--- config.mk ---
export PLATFORM = sky130hd
export DESIGN_NAME = keyed_sequence_responder
export DESIGN_NICKNAME = d
export VERILOG_FILES = /design/src/rtl/ksr_pkg.sv /design/src/rtl/ksr_lookup.sv /design/src/rtl/keyed_sequence_responder.sv
export SDC_FILE = /design/constraint.sdc
export NUM_CORES = 1
export LEC_CHECK = 0
export ABC_AREA = 0
export BUFFER_PORTS_ARGS = -buffer_cell sky130_fd_sc_hd__buf_2
export CORE_MARGIN = 3
export CORE_UTILIZATION = 40
export DETAILED_ROUTE_END_ITERATION = 12
export PLACE_DENSITY = 0.59
export SLEW_MARGIN = 15
export SYNTH_ARGS = -nofsm -noshare
export SYNTH_HDL_FRONTEND = slang
export SYNTH_SLANG_ARGS = --single-unit
export TNS_END_PERCENT = 5
--- constraint.sdc ---
create_clock -name i_clk -period 2.1 [get_ports i_clk]
set_input_delay 0.315 -clock i_clk [delete_from_list [all_inputs] [get_ports i_clk]]
set_output_delay 0.315 -clock i_clk [all_outputs]
set_load 0.005 [all_outputs]
--- src/rtl/ksr_pkg.sv ---
// ksr_pkg: shared constants, codes, the fixed sequence table and the lookup result type
// used by ksr_lookup and keyed_sequence_responder; no dependencies
`timescale 1ns / 1ps
`default_nettype none

package ksr_pkg;

    localparam int DATA_W  = 16;
    localparam int POS_W   = 6;
    localparam int KEY_W   = 6;
    localparam int KEY_LSB = 9;
    localparam int ENTRY_W = 8;
    localparam int SEQ_LEN = 57;

    // access kinds
    localparam logic FUNC_READ  = 1'b0;
    localparam logic FUNC_WRITE = 1'b1;

    localparam logic [ENTRY_W-1:0] SEQ_TABLE [SEQ_LEN] = '{
        8'h13, 8'h27, 8'h0f, 8'h1f, 8'h3e, 8'h3d, 8'h3b, 8'h37,
        8'h2e, 8'h1c, 8'h38, 8'h31, 8'h22, 8'h05, 8'h0a, 8'h15,
        8'h2b, 8'h16, 8'h2d, 8'h1a, 8'h34, 8'h28, 8'h10, 8'h21,
        8'h03, 8'h06, 8'h0c, 8'h19, 8'h32, 8'h24, 8'h09, 8'h13,
        8'h27, 8'h0f, 8'h1f, 8'h3e, 8'h3d, 8'h3b, 8'h37, 8'h2e,
        8'h1c, 8'h38, 8'h31, 8'h22, 8'h05, 8'h0a, 8'h15, 8'h2b,
        8'h16, 8'h2d, 8'h1a, 8'h34, 8'h28, 8'h10, 8'h21, 8'h03,
        8'hff
    };

    typedef struct packed {
        logic [DATA_W-1:0] read_data;
        logic [POS_W-1:0]  next_pos;
    } t_lookup_res;

endpackage

`default_nettype wire

--- src/rtl/ksr_lookup.sv ---
// ksr_lookup: combinational read/advance and key search for one request
// depends on ksr_pkg (table, widths, access codes, t_lookup_res)
`timescale 1ns / 1ps
`default_nettype none

module ksr_lookup
    import ksr_pkg::*;
(
    input  wire logic              i_func,
    input  wire logic [DATA_W-1:0] i_write_data,
    input  wire logic [POS_W-1:0]  i_pos,
    output t_lookup_res            o_res
);

    logic [POS_W-1:0]   pos_eff;
    logic [ENTRY_W-1:0] entry;
    logic [KEY_W-1:0]   key;
    logic [POS_W-1:0]   found;

    // past the table wraps to the start
    assign pos_eff = (i_pos >= POS_W'(SEQ_LEN)) ? '0 : i_pos;
    assign entry   = SEQ_TABLE[pos_eff];
    assign key     = i_write_data[KEY_LSB +: KEY_W];

    // priority search, lowest matching index wins
    always_comb begin
        found = '0;
        for (int i = SEQ_LEN - 1; i >= 0; i--) begin
            if (SEQ_TABLE[i] == {{(ENTRY_W-KEY_W){1'b0}}, key}) begin
                found = POS_W'(i);
            end
        end
    end

    always_comb begin
        case (i_func)
            FUNC_READ: begin
                o_res.read_data = DATA_W'({entry, {KEY_LSB{1'b0}}});
                o_res.next_pos  = pos_eff + POS_W'(1);
            end
            FUNC_WRITE: begin
                o_res.read_data = '0;
                o_res.next_pos  = found;
            end
            default: begin
                o_res.read_data = '0;
                o_res.next_pos  = i_pos;
            end
        endcase
    end

endmodule

`default_nettype wire

--- src/rtl/keyed_sequence_responder.sv ---
// keyed_sequence_responder: a request passes the input register, then the result register
// (lookup in between); throughput one request per cycle while the result channel is not
// stalled, set by the single lookup stage between the two registers and the position
// register it updates
// reset (synchronous, active low) clears the sequence position and both valid flags
// depends on ksr_pkg and ksr_lookup
`timescale 1ns / 1ps
`default_nettype none

module keyed_sequence_responder
    import ksr_pkg::*;
(
    input  wire logic              i_clk,
    input  wire logic              i_rst_n,
    // request channel
    input  wire logic              i_in_valid,
    output logic                   o_in_stall,
    input  wire logic              i_func,
    input  wire logic [DATA_W-1:0] i_write_data,
    // result channel
    output logic                   o_out_valid,
    input  wire logic              i_out_stall,
    output logic [DATA_W-1:0]      o_read_data
);

    // input register
    logic              r_req_valid, n_req_valid;
    logic              r_func;
    logic [DATA_W-1:0] r_write_data;

    // sequence position, updated as a request moves into the result register
    logic [POS_W-1:0]  r_pos, n_pos;

    // result register
    logic              r_out_valid, n_out_valid;
    logic [DATA_W-1:0] r_read_data;

    logic        advance;
    logic        accept;
    t_lookup_res res;

    // the held request moves on when the result slot is empty or being drained
    assign advance    = r_req_valid && (!r_out_valid || !i_out_stall);
    // input side keeps taking requests unless a held one cannot move
    assign o_in_stall = r_req_valid && !advance;
    assign accept     = i_in_valid && !o_in_stall;

    ksr_lookup u_lookup (
        .i_func       (r_func),
        .i_write_data (r_write_data),
        .i_pos        (r_pos),
        .o_res        (res)
    );

    always_comb begin
        n_req_valid = r_req_valid;
        if (accept) begin
            n_req_valid = 1'b1;
        end else if (advance) begin
            n_req_valid = 1'b0;
        end
    end

    always_comb begin
        n_out_valid = r_out_valid;
        if (advance) begin
            n_out_valid = 1'b1;
        end else if (!i_out_stall) begin
            n_out_valid = 1'b0;
        end
    end

    assign n_pos = advance ? res.next_pos : r_pos;

    always_ff @(posedge i_clk) begin
        if (!i_rst_n) begin
            r_req_valid <= 1'b0;
            r_out_valid <= 1'b0;
            r_pos       <= '0;
        end else begin
            r_req_valid <= n_req_valid;
            r_out_valid <= n_out_valid;
            r_pos       <= n_pos;
        end
    end

    // payload registers, no reset needed
    always_ff @(posedge i_clk) begin
        if (accept) begin
            r_func       <= i_func;
            r_write_data <= i_write_data;
        end
        if (advance) begin
            r_read_data <= res.read_data;
        end
    end

    assign o_out_valid = r_out_valid;
    assign o_read_data = r_read_data;

endmodule

`default_nettype wire
==> metrics.txt <==
power per cell area 491 nW/um2; Hold-fix buffers, CTS 0; initial antenna violation count 0; Remaining DRCs 0; RePlAce Congestion 0.967; worst hold-check path type primary input to flop; FILL cells 579; Post-synth ARST share 0; Tot Pwr 1.36 mW; vias per cell around 5.9; Skew-Pair Late Insertion Delay 0.28 ns; CTS tree done; DP Cell Count 402; Worst VDD drop ~0.00034 V; Least-Margin Pin Slew 0.562 ns; Mapped Cells 298; Reg clk slew, reported paths 0.09 ns; total routed wirelength approximately 6.6 mm; most common cell after layout, fill and taps aside buf_4; Congestion Overflow GR 0; RR Startpoint r_pos[0]; H-tree levels 1; nature of the critical path endpoint flop; CTS sink count 22; post-layout min period 1.94 ns; final number of hold-violating endpoints 0; Setup Crit Path Kind flop to flop; Synth Warn # 0; Mapped Avg Cell Area roughly 7.8 um2; Port Buffers 19; Overall Global Routing Usage 0.205; CTS buffer count 3; deepest clock path buffer count 2; # setup viols final 0; die area 6780 um2; synthesized area 2330 um2; maximum capacitance violations 0; Rows 27; Avg WL per Cell about 16 um; Synth Flop Type edfxtp_1; Initial Util 0.418; CP Launch Point r_pos[0]; WP data required 2.20 ns; io pins 39; Starting DRT DRC Count 216; status complete, no violations; Crit Path Max Fanout 8; #FFs+latches synth 22; crit start category flop; Detail Route Antenna Nets 0; Hold Crit Start i_write_data[9]; share of layout cells above drive strength 1 0.260; number of enable flip-flop cells after synthesis 14; Leak 1.06 nW; arrival time at the worst endpoint 2.04 ns; Core Area approximately 5600 um2; layout net count 365; Tcrit/Tclk final 0.925; clock root buffer clkbuf_8; Max Clock Skew approximately 0.011 ns; Final Max Tran Viols 0; first-pass GRT wire length approximately 11 mm; most frequent cells in the layout buf_4, nor2_1, nand2_1, buf_2, o21ai_0; Via Count about 2.4k; drt first pass iters 5; Die Span Y 82.3 um; Horiz. Die Dim 82.3 um; Syn-to-layout area delta 18.8%; synth unique cells 64; Worst slew margin 0.623; unrepaired setup endpoints after global routing false; DP HPWL 4.97 mm; Ant. Diodes 0; largest net degree at the start of global routing 21; post-synthesis sequential area ratio 0.249; vias in the first global route between 2k and 2.5k; f_max 515 MHz; Post-Layout Cell Count 406
==> report_power, final <==
part,switching [mW],total [mW],internal (mW)
clock,0.161,0.417,0.255
combinational,0.238,0.430,0.192
sequential,0.0266,0.514,0.487
total,0.426,1.36,0.934
==> timing repair <==
item / in CTS / in global routing
pin swaps: 0 / 6
resized for setup: 1 / 17
hold endpoints to repair: 0 / 0
buffers inserted: 0 / 0
setup endpoints to repair: 1 / 7
==> layout make-up <==
class	instances	area, um2	area share
clock inverters	1	30.0	0.0108
clock buffers	3	41.3	0.0149
inverters	14	52.6	0.0190
well taps	72	90.1	0.0325
multi-input cells	235	1560	0.564
repair buffers	59	412	0.149
flip-flops and latches	22	582	0.210
==> Yosys cell counts, types with 3 or more instances <==
library cell,n,area [um2]
buf_2,14,70.1
nor2b_1,5,31.3
nor4_1,5,31.3
a311oi_1,6,52.6
mux2i_1,5,50.1
xnor2_1,3,26.3
mux2_2,3,33.8
a21boi_0,5,37.5
a31oi_1,6,37.5
o21a_1,5,37.5
a21oi_1,15,75.1
o211ai_1,9,67.6
dfxtp_1,8,160
buf_4,11,82.6
nand2_1,24,90.1
o21bai_1,3,22.5
inv_1,14,52.6
and3_1,4,25.0
nand3_1,8,40.0
nor2_1,23,86.3
buf_6,3,33.8
o22ai_1,5,31.3
ha_1,9,113
clkbuf_1,7,26.3
o21ai_0,22,110
nor3_1,6,30.0
a211oi_1,3,22.5
a22oi_1,3,22.5
nand2b_1,6,37.5
edfxtp_1,14,420
==> worst paths after layout <==
kind	slack (ns)	cells after the start	to
hold reg to reg	0.49	2	o_out_valid
hold / removal	0.21	1	r_write_data[9]
setup / recovery	0.16	7	o_read_data[13]
setup reg to reg	0.16	7	o_read_data[13]
==> layer usage <==
layer | vias up | global-route usage | wire (um)
met3 | 7 | 0.0347 | 602
met1 | 1105 | 0.310 | 3130
met5 | - | 0 | 0
met4 | 0 | 0.0631 | 90
met2 | 125 | 0.292 | 2770
li1 | 1166 | - | -
==> critical path: stages, from the launching register on <==
cell	delay, ns
dfxtp_1	0.35
buf_4	0.18
nor3_4	0.28
buf_12	0.16
o21a_2	0.20
o21ai_0	0.13
o21bai_1	0.17
a311oi_1	0.29
==> cells by family after synthesis <==
kind of cell,Yosys count,share of synthesized area
AO/OA/AOI/OAI,107,0.317
XOR/XNOR,5,0.0188
adder cells (fa/ha/maj),9,0.0483
buffers and inverters,49,0.114
flip-flops,22,0.249
multiplexers,8,0.0360
other,1,0.00161
AND/OR/NAND/NOR,97,0.216
==> per-stage QoR <==
step / setup TNS (ns) / cell area, um2 / setup slack, ns / util / hold WS (ns)
detailed placement: -0.00540 / 2650 / -0.00540 / 0.475 / 0.485
finish: 0 / 2770 / 0.158 / 0.497 / 0.212
global route: 0 / 2770 / 0.0149 / 0.497 / 0.204
CTS: 0 / 2720 / 0.0590 / 0.489 / 0.206
global placement: 0 / 2650 / 0.00239 / 0.475 / 0.481
floorplan: 0 / 2360 / 0.117 / - / 0.414
==> flip-flops by register name (all words and copies together) (netlist names) <==
name and flops:
r_write_data 6, o_out_valid 1, r_func 1, r_pos 6, o_read_data 7, r_req_valid 1
(Power assumes the default switching activity.)
